<file path="config.mk">
export PLATFORM = sky130hd
export DESIGN_NAME = traversability_cost_cell_flat
export DESIGN_NICKNAME = d
export VERILOG_FILES = /design/src/rtl/tcc_pkg.sv /design/src/rtl/tcc_cell_if.sv /design/src/rtl/tcc_result_if.sv /design/src/rtl/traversability_cost_cell.sv /design/src/rtl/tcc_cfg_regs.sv /design/src/rtl/tcc_mul.sv /design/src/rtl/tcc_frame_stats.sv /design/src/rtl/tcc_cost_seq.sv /design/src/flat_wrapper.sv
export SDC_FILE = /design/constraint.sdc
export NUM_CORES = 2
export LEC_CHECK = 0
export BUFFER_PORTS_ARGS = -buffer_cell sky130_fd_sc_hd__buf_2
export CAP_MARGIN = 15
export CORE_UTILIZATION = 56
export CTS_BUF_LIST = sky130_fd_sc_hd__clkbuf_16
export DETAILED_ROUTE_END_ITERATION = 6
export PLACE_DENSITY = 0.75
export SYNTH_ARGS = -nofsm -noshare
export SYNTH_HDL_FRONTEND = slang
export SYNTH_SLANG_ARGS = --single-unit
</file>
<file path="constraint.sdc">
create_clock -name clk_i -period 12.8 [get_ports clk_i]
set_input_delay 2.56 -clock clk_i [delete_from_list [all_inputs] [get_ports clk_i]]
set_output_delay 2.56 -clock clk_i [all_outputs]
set_load 0.01 [all_outputs]
</file>
<file path="src/rtl/tcc_pkg.sv">
// Shared types, widths and constants of the traversability cost cell.
// No dependencies; every other file of the block imports this package.
package tcc_pkg;

  localparam int unsigned NUM_FEAT   = 5;
  localparam int unsigned SLOPE_W    = 16;
  localparam int unsigned FEAT_W     = 24;
  localparam int unsigned OK_W       = 5;
  localparam int unsigned W_W        = 16;
  localparam int unsigned CFG_ADDR_W = 5;
  localparam int unsigned CFG_DATA_W = 32;
  localparam int unsigned OCC_W      = 8;
  localparam int unsigned CNT_W      = 13;
  localparam int unsigned COST_W     = 17;
  localparam int unsigned SUM_W      = 29;
  localparam int unsigned U_W        = 21;
  localparam int unsigned MUL_W      = 26;
  localparam int unsigned PROD_W     = 2 * MUL_W;
  localparam int unsigned ACC_W      = 35;
  localparam int unsigned FRAC_W     = 16;
  // Reciprocals are scaled by 2^RECIP_SHIFT; the quotient sits at bit Q_LSB.
  localparam int unsigned RECIP_SHIFT = 37;
  localparam int unsigned Q_LSB       = RECIP_SHIFT - FRAC_W;

  localparam int unsigned MAX_CELLS  = 4096;
  localparam int unsigned CNT_HW_MAX = 8191;
  localparam int unsigned CNT_CAP_N  = (MAX_CELLS > CNT_HW_MAX) ? CNT_HW_MAX : MAX_CELLS;
  localparam logic [CNT_W-1:0] CNT_CAP = CNT_W'(CNT_CAP_N);

  localparam logic [COST_W-1:0] ONE_Q16 = COST_W'(65536);
  localparam logic [SUM_W-1:0]  SUM_CAP = SUM_W'(268435456);
  localparam logic [6:0]        OCC_SCALE = 7'd100;
  localparam logic signed [OCC_W-1:0] OCC_UNKNOWN = -8'sd1;
  localparam logic [OK_W-1:0]   ALL_OK = '1;

  // Saturation limits of the features, in input units.
  localparam logic [U_W-1:0] LIM_SLOPE = U_W'(3000);
  localparam logic [U_W-1:0] LIM_ROUGH = U_W'(100000);
  localparam logic [U_W-1:0] LIM_STEP  = U_W'(300000);
  localparam logic [U_W-1:0] LIM_CLEAR = U_W'(2000000);
  localparam logic [U_W-1:0] LIM_VAR   = U_W'(10000);

  // floor(2^37 / limit): the estimate is never high and at most one low.
  localparam logic [MUL_W-1:0] RECIP_SLOPE = MUL_W'((64'd1 << RECIP_SHIFT) / 64'(LIM_SLOPE));
  localparam logic [MUL_W-1:0] RECIP_ROUGH = MUL_W'((64'd1 << RECIP_SHIFT) / 64'(LIM_ROUGH));
  localparam logic [MUL_W-1:0] RECIP_STEP  = MUL_W'((64'd1 << RECIP_SHIFT) / 64'(LIM_STEP));
  localparam logic [MUL_W-1:0] RECIP_CLEAR = MUL_W'((64'd1 << RECIP_SHIFT) / 64'(LIM_CLEAR));
  localparam logic [MUL_W-1:0] RECIP_VAR   = MUL_W'((64'd1 << RECIP_SHIFT) / 64'(LIM_VAR));

  // Feature order; also the register index of the matching weight.
  typedef enum logic [2:0] {
    FEAT_SLOPE,
    FEAT_ROUGH,
    FEAT_STEP,
    FEAT_CLEAR,
    FEAT_VAR
  } feat_e;

  typedef logic [NUM_FEAT-1:0][W_W-1:0] weights_t;

  localparam weights_t WEIGHTS_RST = {16'd6554, 16'd13107, 16'd16384, 16'd13107, 16'd16384};

  typedef struct packed {
    logic signed [SLOPE_W-1:0] slope_cdeg;
    logic signed [FEAT_W-1:0]  rough_um;
    logic signed [FEAT_W-1:0]  stepheight_um;
    logic signed [FEAT_W-1:0]  clear_um;
    logic signed [FEAT_W-1:0]  var_mm2;
    logic [OK_W-1:0]           feature_ok;
    logic                      last_cell;
  } cell_t;

  typedef struct packed {
    logic              known;
    logic              last;
    logic [COST_W-1:0] cost;
  } cell_res_t;

  typedef struct packed {
    logic [CNT_W-1:0]  known_total;
    logic [CNT_W-1:0]  unknown_total;
    logic [COST_W-1:0] cost_low;
    logic [COST_W-1:0] cost_high;
    logic [SUM_W-1:0]  cost_total;
  } frame_stats_t;

  function automatic logic [U_W-1:0] feat_limit(input feat_e f);
    logic [U_W-1:0] lim;
    unique case (f)
      FEAT_SLOPE: lim = LIM_SLOPE;
      FEAT_ROUGH: lim = LIM_ROUGH;
      FEAT_STEP:  lim = LIM_STEP;
      FEAT_CLEAR: lim = LIM_CLEAR;
      FEAT_VAR:   lim = LIM_VAR;
      default:    lim = LIM_SLOPE;
    endcase
    return lim;
  endfunction

  function automatic logic [MUL_W-1:0] feat_recip(input feat_e f);
    logic [MUL_W-1:0] r;
    unique case (f)
      FEAT_SLOPE: r = RECIP_SLOPE;
      FEAT_ROUGH: r = RECIP_ROUGH;
      FEAT_STEP:  r = RECIP_STEP;
      FEAT_CLEAR: r = RECIP_CLEAR;
      FEAT_VAR:   r = RECIP_VAR;
      default:    r = RECIP_SLOPE;
    endcase
    return r;
  endfunction

endpackage

</file>
<file path="src/rtl/tcc_cell_if.sv">
// Input channel of the traversability cost cell: valid/ready plus one cell.
// Depends on tcc_pkg for field widths.
interface tcc_cell_if;
  import tcc_pkg::*;

  logic                      valid;
  logic                      ready;
  logic signed [SLOPE_W-1:0] slope_cdeg;
  logic signed [FEAT_W-1:0]  rough_um;
  logic signed [FEAT_W-1:0]  stepheight_um;
  logic signed [FEAT_W-1:0]  clear_um;
  logic signed [FEAT_W-1:0]  var_mm2;
  logic [OK_W-1:0]           feature_ok;
  logic                      last_cell;

  modport source (
    output valid, slope_cdeg, rough_um, stepheight_um, clear_um, var_mm2,
           feature_ok, last_cell,
    input  ready
  );

  modport sink (
    input  valid, slope_cdeg, rough_um, stepheight_um, clear_um, var_mm2,
           feature_ok, last_cell,
    output ready
  );
endinterface

</file>
<file path="src/rtl/tcc_result_if.sv">
// Result channel of the traversability cost cell: valid/ready plus one result.
// Depends on tcc_pkg for field widths.
interface tcc_result_if;
  import tcc_pkg::*;

  logic                    valid;
  logic                    ready;
  logic signed [OCC_W-1:0] occupancy;
  logic                    frame_done;
  logic [CNT_W-1:0]        known_total;
  logic [CNT_W-1:0]        unknown_total;
  logic [COST_W-1:0]       cost_low;
  logic [COST_W-1:0]       cost_high;
  logic [SUM_W-1:0]        cost_total;

  modport source (
    output valid, occupancy, frame_done, known_total, unknown_total,
           cost_low, cost_high, cost_total,
    input  ready
  );

  modport sink (
    input  valid, occupancy, frame_done, known_total, unknown_total,
           cost_low, cost_high, cost_total,
    output ready
  );
endinterface

</file>
<file path="src/rtl/traversability_cost_cell.sv">
// Top level of the traversability cost cell.
// Depends on tcc_pkg, tcc_cell_if, tcc_result_if, tcc_cfg_regs, tcc_cost_seq
// and tcc_frame_stats.
//
// Each transfer on cell_i brings one grid cell with five terrain features and
// a validity mask; each transfer on result_o returns one occupancy value
// (0..100, or -1 when any feature is flagged invalid) and, on the cell marked
// last_cell, the frame's known/unknown counts and the min, max and saturating
// sum of the Q1.16 bounded cost, after which the frame totals restart. A
// new cell is taken only while the sequencer is idle. An unknown cell goes
// straight to the hand-off state; for a known cell a single 26x26 multiplier
// that a small sequencer reuses does the work: per feature it forms a
// reciprocal quotient estimate, multiplies back for a one-step correction and
// applies the weight, then it sums, clamps, scales to percent and rounds, and
// finally hands off and returns to idle. A result register sits at the
// output, so a new cell is taken while an earlier result still waits for
// result_o.ready. Weights live in an APB-style register file (pready always
// high): weight_slope at 0x00, weight_rough 0x04, weight_stepheight 0x08,
// weight_clear 0x0C, weight_var 0x10, each 16-bit unsigned Q0.16 in
// pwdata[15:0]; paddr[1:0] is ignored and other addresses read zero and
// ignore writes. Write weights only while no cell is in flight.
module traversability_cost_cell (
  input  logic                           clk_i,
  input  logic                           rst_ni,
  tcc_cell_if.sink                       cell_i,
  tcc_result_if.source                   result_o,
  input  logic                           psel,
  input  logic                           penable,
  input  logic                           pwrite,
  input  logic [tcc_pkg::CFG_ADDR_W-1:0] paddr,
  input  logic [tcc_pkg::CFG_DATA_W-1:0] pwdata,
  output logic [tcc_pkg::CFG_DATA_W-1:0] prdata,
  output logic                           pready
);
  import tcc_pkg::*;

  weights_t     weights;
  cell_t        cell_pl;
  logic         seq_busy;
  logic         seq_done;
  logic         start;
  logic         load;
  cell_res_t    seq_res;
  logic signed [OCC_W-1:0] seq_occ;
  frame_stats_t stats_next;

  // Output register: valid is control, the rest is payload.
  logic                    out_valid_q;
  logic signed [OCC_W-1:0] occupancy_q;
  logic                    frame_done_q;
  frame_stats_t            stats_out_q;

  tcc_cfg_regs u_cfg (
    .clk_i     (clk_i),
    .rst_ni    (rst_ni),
    .psel      (psel),
    .penable   (penable),
    .pwrite    (pwrite),
    .paddr     (paddr),
    .pwdata    (pwdata),
    .prdata    (prdata),
    .pready    (pready),
    .weights_o (weights)
  );

  // Pack the channel payload for the sequencer.
  assign cell_pl = '{slope_cdeg:    cell_i.slope_cdeg,
                     rough_um:      cell_i.rough_um,
                     stepheight_um: cell_i.stepheight_um,
                     clear_um:      cell_i.clear_um,
                     var_mm2:       cell_i.var_mm2,
                     feature_ok:    cell_i.feature_ok,
                     last_cell:     cell_i.last_cell};

  // Take a new cell whenever the sequencer is idle.
  assign cell_i.ready = ~seq_busy;
  assign start        = cell_i.valid & ~seq_busy;

  // Retire the finished cell once the output slot is free or draining.
  assign load = seq_done & (~out_valid_q | result_o.ready);

  tcc_cost_seq u_seq (
    .clk_i     (clk_i),
    .rst_ni    (rst_ni),
    .start_i   (start),
    .cell_i    (cell_pl),
    .weights_i (weights),
    .take_i    (load),
    .busy_o    (seq_busy),
    .done_o    (seq_done),
    .res_o     (seq_res),
    .occ_o     (seq_occ)
  );

  // Frame totals advance exactly once per retired cell.
  tcc_frame_stats u_stats (
    .clk_i   (clk_i),
    .rst_ni  (rst_ni),
    .upd_i   (load),
    .res_i   (seq_res),
    .stats_o (stats_next)
  );

  always_ff @(posedge clk_i or negedge rst_ni) begin
    if (!rst_ni) begin
      out_valid_q <= 1'b0;
    end else if (load) begin
      out_valid_q <= 1'b1;
    end else if (result_o.ready) begin
      out_valid_q <= 1'b0;
    end
  end

  // Statistics are shown on the last cell only; otherwise drive zeros.
  always_ff @(posedge clk_i) begin
    if (load) begin
      occupancy_q  <= seq_occ;
      frame_done_q <= seq_res.last;
      stats_out_q  <= seq_res.last ? stats_next : '0;
    end
  end

  assign result_o.valid         = out_valid_q;
  assign result_o.occupancy     = occupancy_q;
  assign result_o.frame_done    = frame_done_q;
  assign result_o.known_total   = stats_out_q.known_total;
  assign result_o.unknown_total = stats_out_q.unknown_total;
  assign result_o.cost_low      = stats_out_q.cost_low;
  assign result_o.cost_high     = stats_out_q.cost_high;
  assign result_o.cost_total    = stats_out_q.cost_total;
endmodule

</file>
<file path="src/rtl/tcc_cfg_regs.sv">
// APB-style weight registers of the traversability cost cell.
// Depends on tcc_pkg.
module tcc_cfg_regs (
  input  logic                            clk_i,
  input  logic                            rst_ni,
  input  logic                            psel,
  input  logic                            penable,
  input  logic                            pwrite,
  input  logic [tcc_pkg::CFG_ADDR_W-1:0]  paddr,
  input  logic [tcc_pkg::CFG_DATA_W-1:0]  pwdata,
  output logic [tcc_pkg::CFG_DATA_W-1:0]  prdata,
  output logic                            pready,
  output tcc_pkg::weights_t               weights_o
);
  import tcc_pkg::*;

  localparam int unsigned IDX_W = CFG_ADDR_W - 2;

  logic [IDX_W-1:0] reg_idx;
  logic             idx_hit;
  logic             wr_en;
  weights_t         weights_q;

  assign reg_idx   = paddr[CFG_ADDR_W-1:2];
  assign idx_hit   = reg_idx < IDX_W'(NUM_FEAT);
  assign wr_en     = psel & penable & pwrite;
  assign pready    = 1'b1;
  assign weights_o = weights_q;

  always_ff @(posedge clk_i or negedge rst_ni) begin
    if (!rst_ni) begin
      weights_q <= WEIGHTS_RST;
    end else if (wr_en && idx_hit) begin
      weights_q[reg_idx] <= pwdata[W_W-1:0];
    end
  end

  always_comb begin
    prdata = '0;
    if (idx_hit) begin
      prdata = CFG_DATA_W'(weights_q[reg_idx]);
    end
  end
endmodule

</file>
<file path="src/rtl/tcc_mul.sv">
// Shared unsigned multiplier with registered product.
// Depends on tcc_pkg for operand widths.
module tcc_mul (
  input  logic                        clk_i,
  input  logic                        en_i,
  input  logic [tcc_pkg::MUL_W-1:0]   a_i,
  input  logic [tcc_pkg::MUL_W-1:0]   b_i,
  output logic [tcc_pkg::PROD_W-1:0]  prod_o
);
  import tcc_pkg::*;

  logic [PROD_W-1:0] prod_q;

  always_ff @(posedge clk_i) begin
    if (en_i) begin
      prod_q <= PROD_W'(a_i) * PROD_W'(b_i);
    end
  end

  assign prod_o = prod_q;
endmodule

</file>
<file path="src/rtl/tcc_frame_stats.sv">
// Per-frame counters, min, max and saturating sum of bounded cell costs.
// Depends on tcc_pkg.
module tcc_frame_stats (
  input  logic                  clk_i,
  input  logic                  rst_ni,
  input  logic                  upd_i,
  input  tcc_pkg::cell_res_t    res_i,
  output tcc_pkg::frame_stats_t stats_o
);
  import tcc_pkg::*;

  logic [CNT_W-1:0]  known_q, known_d;
  logic [CNT_W-1:0]  unknown_q, unknown_d;
  logic [COST_W-1:0] min_q, min_d;
  logic [COST_W-1:0] max_q, max_d;
  logic [SUM_W-1:0]  sum_q, sum_d;
  logic [SUM_W-1:0]  sum_add;

  // Sum stays at or below 2^28, so adding one cost cannot overflow 29 bits.
  assign sum_add = sum_q + SUM_W'(res_i.cost);

  always_comb begin
    known_d   = known_q;
    unknown_d = unknown_q;
    min_d     = min_q;
    max_d     = max_q;
    sum_d     = sum_q;
    if (res_i.known) begin
      if (known_q < CNT_CAP) begin
        known_d = known_q + CNT_W'(1);
      end
      if (res_i.cost < min_q) begin
        min_d = res_i.cost;
      end
      if (res_i.cost > max_q) begin
        max_d = res_i.cost;
      end
      sum_d = (sum_add > SUM_CAP) ? SUM_CAP : sum_add;
    end else if (unknown_q < CNT_CAP) begin
      unknown_d = unknown_q + CNT_W'(1);
    end
  end

  // Report the totals including the cell being retired.
  assign stats_o = '{known_total:   known_d,
                     unknown_total: unknown_d,
                     cost_low:      min_d,
                     cost_high:     max_d,
                     cost_total:    sum_d};

  always_ff @(posedge clk_i or negedge rst_ni) begin
    if (!rst_ni) begin
      known_q   <= '0;
      unknown_q <= '0;
      min_q     <= ONE_Q16;
      max_q     <= '0;
      sum_q     <= '0;
    end else if (upd_i) begin
      if (res_i.last) begin
        known_q   <= '0;
        unknown_q <= '0;
        min_q     <= ONE_Q16;
        max_q     <= '0;
        sum_q     <= '0;
      end else begin
        known_q   <= known_d;
        unknown_q <= unknown_d;
        min_q     <= min_d;
        max_q     <= max_d;
        sum_q     <= sum_d;
      end
    end
  end

`ifndef SYNTH
  a_min_le_max: assert property (@(posedge clk_i) disable iff (!rst_ni)
    (known_q != '0) |-> (min_q <= max_q))
    else $error("frame min above frame max");

  a_sum_capped: assert property (@(posedge clk_i) disable iff (!rst_ni)
    upd_i |=> (sum_q <= SUM_CAP))
    else $error("frame sum beyond its cap");

  a_counts_capped: assert property (@(posedge clk_i) disable iff (!rst_ni)
    upd_i |=> ((known_q <= CNT_CAP) && (unknown_q <= CNT_CAP)))
    else $error("cell count beyond its cap");
`endif
endmodule

</file>
<file path="src/rtl/tcc_cost_seq.sv">
// Sequencer and datapath computing one cell's bounded cost and occupancy.
// Depends on tcc_pkg and tcc_mul (the shared multiplier).
module tcc_cost_seq (
  input  logic                           clk_i,
  input  logic                           rst_ni,
  input  logic                           start_i,
  input  tcc_pkg::cell_t                 cell_i,
  input  tcc_pkg::weights_t              weights_i,
  input  logic                           take_i,
  output logic                           busy_o,
  output logic                           done_o,
  output tcc_pkg::cell_res_t             res_o,
  output logic signed [tcc_pkg::OCC_W-1:0] occ_o
);
  import tcc_pkg::*;

  localparam int unsigned REM_W  = Q_LSB + COST_W;
  localparam int unsigned HI_W   = ACC_W - FRAC_W;
  localparam int unsigned OSUM_W = OCC_W + FRAC_W;

  typedef enum logic [3:0] {
    S_IDLE,
    S_RECIP,
    S_BACK,
    S_FIX,
    S_WGT,
    S_SUM,
    S_OCC,
    S_ROUND,
    S_DONE
  } state_e;

  state_e state_q, state_d;
  feat_e  feat_q, feat_d;
  logic   known_q, known_d;

  cell_t              cell_q;
  logic [COST_W-1:0]  q0_q;
  logic [COST_W-1:0]  norm_q;
  logic [ACC_W-1:0]   acc_q;
  logic [COST_W-1:0]  cost_q;
  logic [OCC_W-1:0]   occ_q;

  logic signed [FEAT_W:0] slope_x;
  logic signed [FEAT_W:0] feat_val;
  logic signed [FEAT_W:0] lim_s;
  logic [U_W-1:0]         lim;
  logic [U_W-1:0]         u_val;
  logic [REM_W-1:0]       num;
  logic [REM_W-1:0]       rem;
  logic                   fix_up;
  logic [COST_W-1:0]      q0_new;
  logic [COST_W-1:0]      q_fix;
  logic [COST_W-1:0]      norm_new;
  logic [ACC_W-1:0]       acc_sum;
  logic [HI_W-1:0]        acc_hi;
  logic [COST_W-1:0]      cost_new;
  logic [OSUM_W-1:0]      occ_sum;
  logic                   mul_en;
  logic [MUL_W-1:0]       mul_a;
  logic [MUL_W-1:0]       mul_b;
  logic [PROD_W-1:0]      prod;

  tcc_mul u_mul (
    .clk_i  (clk_i),
    .en_i   (mul_en),
    .a_i    (mul_a),
    .b_i    (mul_b),
    .prod_o (prod)
  );

  // Pick the feature under work; slope counts by magnitude.
  assign slope_x = (FEAT_W+1)'(cell_q.slope_cdeg);

  always_comb begin
    unique case (feat_q)
      FEAT_SLOPE: feat_val = (slope_x < 0) ? -slope_x : slope_x;
      FEAT_ROUGH: feat_val = (FEAT_W+1)'(cell_q.rough_um);
      FEAT_STEP:  feat_val = (FEAT_W+1)'(cell_q.stepheight_um);
      FEAT_CLEAR: feat_val = (FEAT_W+1)'(cell_q.clear_um);
      FEAT_VAR:   feat_val = (FEAT_W+1)'(cell_q.var_mm2);
      default:    feat_val = '0;
    endcase
  end

  // Clamp to [0, limit]; clearance then maps to one minus the ratio.
  assign lim   = feat_limit(feat_q);
  assign lim_s = $signed({{(FEAT_W+1-U_W){1'b0}}, lim});

  always_comb begin
    if (feat_val <= 0) begin
      u_val = '0;
    end else if (feat_val > lim_s) begin
      u_val = lim;
    end else begin
      u_val = feat_val[U_W-1:0];
    end
  end

  // Quotient estimate and the remainder check that adds the missing one.
  assign q0_new   = prod[REM_W-1:Q_LSB];
  assign num      = {1'b0, u_val, {FRAC_W{1'b0}}};
  assign rem      = num - prod[REM_W-1:0];
  assign fix_up   = rem >= REM_W'(lim);
  assign q_fix    = q0_q + COST_W'(fix_up);
  assign norm_new = (feat_q == FEAT_CLEAR) ? (ONE_Q16 - q_fix) : q_fix;

  assign acc_sum  = acc_q + ACC_W'(prod[31:0]);
  assign acc_hi   = acc_q[ACC_W-1:FRAC_W];
  assign cost_new = (acc_hi > HI_W'(ONE_Q16)) ? ONE_Q16 : acc_hi[COST_W-1:0];
  assign occ_sum  = prod[OSUM_W-1:0] + OSUM_W'(32768);

  always_comb begin
    mul_en = 1'b1;
    mul_a  = '0;
    mul_b  = '0;
    unique case (state_q)
      S_RECIP: begin
        mul_a = MUL_W'(u_val);
        mul_b = feat_recip(feat_q);
      end
      S_BACK: begin
        mul_a = MUL_W'(q0_new);
        mul_b = MUL_W'(lim);
      end
      S_WGT: begin
        mul_a = MUL_W'(norm_q);
        mul_b = MUL_W'(weights_i[feat_q]);
      end
      S_OCC: begin
        mul_a = MUL_W'(cost_new);
        mul_b = MUL_W'(OCC_SCALE);
      end
      S_IDLE, S_FIX, S_SUM, S_ROUND, S_DONE: begin
        mul_en = 1'b0;
      end
      default: begin
        mul_en = 1'b0;
      end
    endcase
  end

  always_comb begin
    state_d = state_q;
    feat_d  = feat_q;
    known_d = known_q;
    unique case (state_q)
      S_IDLE: begin
        if (start_i) begin
          feat_d  = FEAT_SLOPE;
          known_d = (cell_i.feature_ok == ALL_OK);
          state_d = (cell_i.feature_ok == ALL_OK) ? S_RECIP : S_DONE;
        end
      end
      S_RECIP: state_d = S_BACK;
      S_BACK:  state_d = S_FIX;
      S_FIX:   state_d = S_WGT;
      S_WGT: begin
        if (feat_q == FEAT_VAR) begin
          state_d = S_SUM;
        end else begin
          feat_d  = feat_e'(feat_q + 3'd1);
          state_d = S_RECIP;
        end
      end
      S_SUM:   state_d = S_OCC;
      S_OCC:   state_d = S_ROUND;
      S_ROUND: state_d = S_DONE;
      S_DONE: begin
        if (take_i) begin
          state_d = S_IDLE;
        end
      end
      default: state_d = S_IDLE;
    endcase
  end

  always_ff @(posedge clk_i or negedge rst_ni) begin
    if (!rst_ni) begin
      state_q <= S_IDLE;
      feat_q  <= FEAT_SLOPE;
      known_q <= 1'b0;
    end else begin
      state_q <= state_d;
      feat_q  <= feat_d;
      known_q <= known_d;
    end
  end

  always_ff @(posedge clk_i) begin
    if (state_q == S_IDLE && start_i) begin
      cell_q <= cell_i;
      acc_q  <= '0;
    end
    // Fold in the previous feature's weighted term.
    if ((state_q == S_RECIP && feat_q != FEAT_SLOPE) || state_q == S_SUM) begin
      acc_q <= acc_sum;
    end
    if (state_q == S_BACK) begin
      q0_q <= q0_new;
    end
    if (state_q == S_FIX) begin
      norm_q <= norm_new;
    end
    if (state_q == S_OCC) begin
      cost_q <= cost_new;
    end
    if (state_q == S_ROUND) begin
      occ_q <= occ_sum[OSUM_W-1:FRAC_W];
    end
  end

  assign busy_o = (state_q != S_IDLE);
  assign done_o = (state_q == S_DONE);
  assign res_o  = '{known: known_q, last: cell_q.last_cell, cost: cost_q};
  assign occ_o  = known_q ? $signed(occ_q) : OCC_UNKNOWN;

`ifndef SYNTH
  a_recip_within_one: assert property (@(posedge clk_i) disable iff (!rst_ni)
    (state_q == S_FIX) |-> (rem < (REM_W'(lim) << 1)))
    else $error("reciprocal estimate off by more than one");

  a_norm_bounded: assert property (@(posedge clk_i) disable iff (!rst_ni)
    (state_q == S_WGT) |-> (norm_q <= ONE_Q16))
    else $error("normalized term above one");

  a_occ_bounded: assert property (@(posedge clk_i) disable iff (!rst_ni)
    (state_q == S_DONE && known_q) |-> (occ_q <= OCC_W'(100)))
    else $error("occupancy above one hundred");
`endif
endmodule
</file>
<file path="src/flat_wrapper.sv">
// flat-port wrapper written by rule: the top's interface ports become plain ports
module traversability_cost_cell_flat import tcc_pkg::*;
  (clk_i, rst_ni, psel, penable, pwrite, paddr, pwdata, prdata, pready, cell_i_valid, cell_i_slope_cdeg, cell_i_rough_um, cell_i_stepheight_um, cell_i_clear_um, cell_i_var_mm2, cell_i_feature_ok, cell_i_last_cell, cell_i_ready, result_o_valid, result_o_occupancy, result_o_frame_done, result_o_known_total, result_o_unknown_total, result_o_cost_low, result_o_cost_high, result_o_cost_total, result_o_ready);
  tcc_cell_if cell_i_i ();
  tcc_result_if result_o_i ();
  input  logic clk_i;
  input  logic rst_ni;
  input  logic psel;
  input  logic penable;
  input  logic pwrite;
  input  logic [tcc_pkg::CFG_ADDR_W-1:0] paddr;
  input  logic [tcc_pkg::CFG_DATA_W-1:0] pwdata;
  output logic [tcc_pkg::CFG_DATA_W-1:0] prdata;
  output logic pready;
  input wire logic [$bits(cell_i_i.valid)-1:0] cell_i_valid;
  input wire logic [$bits(cell_i_i.slope_cdeg)-1:0] cell_i_slope_cdeg;
  input wire logic [$bits(cell_i_i.rough_um)-1:0] cell_i_rough_um;
  input wire logic [$bits(cell_i_i.stepheight_um)-1:0] cell_i_stepheight_um;
  input wire logic [$bits(cell_i_i.clear_um)-1:0] cell_i_clear_um;
  input wire logic [$bits(cell_i_i.var_mm2)-1:0] cell_i_var_mm2;
  input wire logic [$bits(cell_i_i.feature_ok)-1:0] cell_i_feature_ok;
  input wire logic [$bits(cell_i_i.last_cell)-1:0] cell_i_last_cell;
  output wire logic [$bits(cell_i_i.ready)-1:0] cell_i_ready;
  output wire logic [$bits(result_o_i.valid)-1:0] result_o_valid;
  output wire logic [$bits(result_o_i.occupancy)-1:0] result_o_occupancy;
  output wire logic [$bits(result_o_i.frame_done)-1:0] result_o_frame_done;
  output wire logic [$bits(result_o_i.known_total)-1:0] result_o_known_total;
  output wire logic [$bits(result_o_i.unknown_total)-1:0] result_o_unknown_total;
  output wire logic [$bits(result_o_i.cost_low)-1:0] result_o_cost_low;
  output wire logic [$bits(result_o_i.cost_high)-1:0] result_o_cost_high;
  output wire logic [$bits(result_o_i.cost_total)-1:0] result_o_cost_total;
  input wire logic [$bits(result_o_i.ready)-1:0] result_o_ready;
  assign cell_i_i.valid = cell_i_valid;
  assign cell_i_i.slope_cdeg = cell_i_slope_cdeg;
  assign cell_i_i.rough_um = cell_i_rough_um;
  assign cell_i_i.stepheight_um = cell_i_stepheight_um;
  assign cell_i_i.clear_um = cell_i_clear_um;
  assign cell_i_i.var_mm2 = cell_i_var_mm2;
  assign cell_i_i.feature_ok = cell_i_feature_ok;
  assign cell_i_i.last_cell = cell_i_last_cell;
  assign cell_i_ready = cell_i_i.ready;
  assign result_o_valid = result_o_i.valid;
  assign result_o_occupancy = result_o_i.occupancy;
  assign result_o_frame_done = result_o_i.frame_done;
  assign result_o_known_total = result_o_i.known_total;
  assign result_o_unknown_total = result_o_i.unknown_total;
  assign result_o_cost_low = result_o_i.cost_low;
  assign result_o_cost_high = result_o_i.cost_high;
  assign result_o_cost_total = result_o_i.cost_total;
  assign result_o_i.ready = result_o_ready;
  traversability_cost_cell u_core (.clk_i(clk_i), .rst_ni(rst_ni), .cell_i(cell_i_i), .result_o(result_o_i), .psel(psel), .penable(penable), .pwrite(pwrite), .paddr(paddr), .pwdata(pwdata), .prdata(prdata), .pready(pready));
endmodule
</file>
=== Word level (Yosys, flattened, before mapping) ===
Index checks and enable logic that the tools add are counted.

* Add/sub/neg operators: 10
* $mul: 1
* $lt $le $gt $ge: 14
* Equal/unequal tests: 16
* Muxes and demuxes: 46
* Bitwise logic cells: 7
* Reductions and logical operators: 16

{| class="wikitable"
|+ Operator list
! operator !! count
|-
| $pmux W26 S4 || 2
|-
| $pmux W21 S4 || 2
|-
| $mux W17 || 8
|-
| $pmux W25 S5 || 1
|-
| $bmux W16 S3 || 2
|-
| $mux W29 || 3
|-
| $bwmux W80 || 1
|-
| $mux W13 || 6
|-
| $mux W35 || 2
|-
| $mux W16 || 4
|-
| $demux W16 S3 || 1
|-
| $mux W21 || 2
|-
| $ge A38 B21 Y1 || 1
|-
| $mul A21 B26 Y38 || 1
|-
| $sub A37 B38 Y38 || 1
|-
| $pmux W4 S9 || 1
|-
| $add A35 B32 Y35 || 1
|-
| $add A29 B17 Y29 || 1
|-
| $gt A29 B29 Y1 const B || 1
|-
| $add A13 B1 Y13 const B || 2
|-
| $lt A13 B13 Y1 const B || 2
|-
| $gt A25 B22 Y1 || 1
|-
| $le A25 B1 Y1 const B || 1
|-
| $mux W25 || 1
|-
| other kinds (38) || 62
|}

* Bits in registers: 521
* Bits of input ports: 162
* Output and inout port bits: 133
* Word-level logic and storage cells: 143

=== Logic depth before layout (Yosys ltp) ===
* Depth after elaboration: 11
* Gate-level depth with buffers: 56
* Gate-level depth less buffers: 48

=== Modules after synthesis ===
A second synthesis with hierarchy kept.

* Cell total of the unflattened synthesis: 5209
* Area total of the unflattened synthesis: 52409.0 sq um

{| class="wikitable"
|+ Modules (own cells, without submodules)
! module !! instances !! cells an instance !! area an instance (sq um) !! sequential area each (sq um)
|-
| tcc_mul || 1 || 2564 || 23805.3 || 1561.5
|-
| tcc_cost_seq || 1 || 1303 || 13907.1 || 6416.2
|-
| tcc_frame_stats || 1 || 854 || 7130.6 || 2228.4
|-
| tcc_cfg_regs || 1 || 286 || 3958.8 || 2033.2
|-
| traversability_cost_cell || 1 || 202 || 3607.2 || 2967.8
|}

=== Worst setup path after synthesis ===
Ideal clock, no wire load.

* Kind: reg-to-reg
* From: reg u_core.u_seq.feat_q[0]
* To: reg u_core.u_seq.u_mul.prod_q[32] (netlist: u_core.u_seq.u_mul.prod_o[32]) (data pin)
* Setup time: 0.264 ns
* Arrival: 11.436 ns
* Required time: 12.536 ns
* Setup slack: 1.101 ns
* Stages on the path, launching flop included: 45
* Path buffers: 6
* Period minus slack after synthesis: 11.699 ns
* Path through: dfrtp_1 > buf_1 > buf_1 > inv_1 > ha_1 > clkbuf_1 > or3_1 > mux2_2 > and2_1 > inv_1 > ha_1 > a21o_1 > a211o_1 > nor4_4 > nor2_4 > buf_2 > buf_6 > a211oi_2 > (+9 left out) > inv_1 > fa_1 > ha_1 > fa_1 > inv_1 > fa_1 > inv_1 > ha_1 > nand3_1 > o31ai_1 > nor4_1 > o21ai_0 > o21a_1 > a41oi_1 > o41a_1 > or2_2 > a31oi_1 > xor2_1

* Cells in the longest elaborated chain, start to end: 7
* Elaborated cells between the ends (all ways): 17
* Classes of those cells: 1 x mul; 2 x order compare; 4 x eq/ne; 9 x mux; 1 x reduce/logical

{| class="wikitable"
|+ RTL lines
! item !! line !! source
|-
| start, declared || tcc_cost_seq.sv:34 || <nowiki>feat_e feat_q, feat_d;</nowiki>
|-
| start signal, assigned || tcc_cost_seq.sv:185 || <nowiki>feat_q <= feat_d;</nowiki>
|-
| $eq A3 B3 Y1, or another cell as far along || tcc_pkg.sv:89, tcc_pkg.sv:102, tcc_cost_seq.sv:76 ||
|-
| $pmux W25 S5 / $pmux W21 S4 (equally long branches) || tcc_cost_seq.sv:76, tcc_pkg.sv:89 ||
|-
| $gt A25 B22 Y1 || tcc_cost_seq.sv:93 || <nowiki>end else if (feat_val > lim_s) begin</nowiki>
|-
| $mux W21 || tcc_cost_seq.sv:93 ||
|-
| $mux W21 || tcc_cost_seq.sv:91 || <nowiki>if (feat_val <= 0) begin</nowiki>
|-
| $pmux W21 S4 || tcc_cost_seq.sv:117 || <nowiki>unique case (state_q)</nowiki>
|-
| $mul A21 B26 Y38 * || tcc_mul.sv:16 || <nowiki>prod_q <= PROD_W'(a_i) * PROD_W'(b_i);</nowiki>
|-
| end signal, assigned || tcc_mul.sv:16 ||
|-
| end, declared || tcc_mul.sv:12 || <nowiki>logic [PROD_W-1:0] prod_q;</nowiki>
|}

Mark *: on every way between the ends. The rest lies on a longest branch, timed or not. The select of a mux whose other input is x is not followed.
A chain may end at the register's enable or synchronous reset.

=== Final worst setup path ===
Same ends and word-level chain as after synthesis.

==> run metrics <==
status finished, violations left; failing checks design-rule violations; fmax 81.2 MHz; final setup margin 0.479 ns; area grow syn2layout 10.5%; Slew Viols, Final 0; largest net degree at the start of global routing 97; setup TNS 0 ns; pre-CTS setup slack 0.612 ns; skew final 0.0171 ns; final setup fails 0; CTS tree built; Synth Warn # 0; Critical Path Max Stage Delay 0.57 ns; drt first-iter violations 3341; Worst setup SP type flip-flop; via count 34.0k; Leak 21.4 nW; Worst setup EP type flip-flop; Buf+Inv Stages, Crit Path 9; most frequent CP cell fa_1; Unique masters post-synth 97; Worst EP required 13.15 ns; Internal 4.09 mW; antenna violations before repair 3; Sw Ratio 39.2%; GP Congestion 0.970; critical path data arrival time 12.67 ns; clk slew on worst S/H paths 0.06 ns; NetSw 2.63 mW; H-tree Lvls 2; Die ar. 79700 µm²; global-route wire length before repair 192000 µm; worst skew pair latency 0.62 ns; Fin. Hold Viols 0; synthesized flop and latch total 521; vias in the first global route 33.8k; sequential fraction of the synthesis area 33.6%; routed wire length 123000 µm; Least-Margin Pin Slew 1.18 ns; post-synth top area share 23.4%; top cells by count, synth inv_1 (602), nand2_1 (485), fa_1 (409); synthesized area per cell 10.0 µm²; Top FF cell, synth edfxtp_1; Worst VDD drop 0.000134 V; Final HPWL DP 94000 µm; Syn Inst Count 4388; Post-synth EDFFs 343; Worst path slowest cell fa_1; Synth area leaders edfxtp_1 (23%), fa_1 (19%), dfrtp_1 (8.6%); power share of the combinational group 38.5%; Post-DP Area 46800 µm²; DRT antenna net count 0; PortBufs 259; max cap viols 0; PwrDens 138 nW/µm²; # IOs 295; Tmin final 12.32 ns; leading area contributor after synthesis edfxtp_1; cell family with most CP delay adder cells; Placeable Area 77600 µm²; Longest Clk Path Bufs 3; HP Class flip-flop to flip-flop; Clock power frac 23.7%; die height 282 µm; fin area 48600 µm²; Cells after DPL 5617; Hold WS 0.505 ns; PnR Total Power 6.72 mW; most common cell in the synthesized netlist inv_1; Critical Setup Path Class flip-flop to flip-flop; total gr overflow 0; WL per Instance 21.5 µm; post-layout util 62.7%; worst-path maximum fanout 18; asr flop ratio synth 34.2%; Non-Filler Instances 5725; post-synthesis cell area 44000 µm²; DRC 3; 1st-pass router iterations 7; Root Driver clkbuf_16; share of layout cells above drive strength 1 13.8%; fin nets 5471; die boundary width 282 µm; global router's overall resource usage 31.4%; vias per cell 5.95; clock sinks 521; cts bufs inserted 53; Std-Cell Rows 102; Tcrit/Tclk final 96.3%; Reg power frac 37.9%; Rel. slew slack 20.9%; Starting Density 56.7%
==> layout make-up <==
type | count | area [µm²]
sequential | 521 | 14800
antenna | 5 | 12.5
inverter | 607 | 2280
timing repair buffer | 376 | 2190
clock inverter | 46 | 438
clock buffer | 54 | 1350
multi-input combinational | 3076 | 26300
tap | 1040 | 1300
fill | 6379 | 29000
==> cell families after synthesis <==
kind of cell             Yosys count  synth area share (%)
adder cells (fa/ha/maj)          674                  26.1
XOR/XNOR                         180                  3.63
flip-flops                       521                  33.6
multiplexers                     170                  4.59
buffers and inverters            806                  7.11
AO/OA/AOI/OAI                    756                  11.7
other                              2                0.0171
AND/OR/NAND/NOR                 1279                  13.2
==> registers in the layout, indices dropped and copies added (netlist names), 17 cells and up <==
name	count
u_core.result_o.cost_high	17
u_core.u_seq.norm_q	17
u_core.result_o.cost_total	29
u_core.u_seq.cell_q	112
u_core.u_seq.u_mul.prod_o	38
u_core.u_stats.min_q	17
u_core.u_stats.sum_q	29
u_core.result_o.cost_low	17
u_core.u_cfg.weights_o	80
u_core.u_seq.cost_q	17
u_core.u_seq.q0_q	17
u_core.u_seq.acc_q	35
u_core.u_stats.max_q	17
==> cells in the final DEF, fill, tap and decap left out, types with 22 or more instances in the layout <==
master       n
nand4_1     32
clkbuf_16   54
nand2b_1    43
inv_1      611
xor2_1      70
a22oi_1     30
nor3_1      70
o21a_1      37
nand3_1     59
dfstp_2     26
nor2b_1     37
buf_2      259
ha_1       264
xnor2_1    108
fa_1       409
mux2_2      83
nand2_1    485
and3_1      24
dfrtp_1    152
or3_1       25
o21ai_0    175
nor2_1     361
and2_1      57
buf_4      115
a21o_1      49
a211oi_1    22
a21oi_1    169
mux2i_1     70
edfxtp_1   343
a22o_1      56
==> repair_timing <==
item                       CTS  global route
buffers inserted             0             0
hold buffers                 0             0
setup endpoints to repair    0             3
gates resized for setup      0             2
==> routing by layer <==
layer,vias up,wire (µm),GRT usage (%)
met1,16700,48400,41.2
met2,1697,57300,51.0
met3,342,11000,5.27
li1,15400,-,-
met5,-,0,0
met4,0,6430,14.8
==> path summary, 6_finish.rpt <==
check	from	to	depth (start not counted)	slack, ns
max reg2reg	u_core.u_seq.feat_q[0]	u_core.u_seq.u_mul.prod_o[32]	41	0.48
min	u_core.u_seq.occ_q[4]	u_core.result_o.occupancy[4]	1	0.50
max	u_core.u_seq.feat_q[0]	u_core.u_seq.u_mul.prod_o[32]	41	0.48
max in group asynchronous	rst_ni	u_core.u_cfg.weights_o[10]	2	9.13
min reg2reg	u_core.u_seq.occ_q[4]	u_core.result_o.occupancy[4]	1	0.50
min in group asynchronous	rst_ni	u_core.u_stats.unknown_q[10]	1	2.05
==> power by group through the flow <==
stage	clock network (mW)	logic (mW)	registers (mW)
after floorplan	0	1.67	2.53
after global placement	0	2.49	2.55
after detailed placement	0	2.53	2.57
after CTS	1.61	2.54	2.53
after global routing	1.67	2.83	2.57
final	1.59	2.59	2.54
No activity file was read; power rests on OpenSTA's default activity.
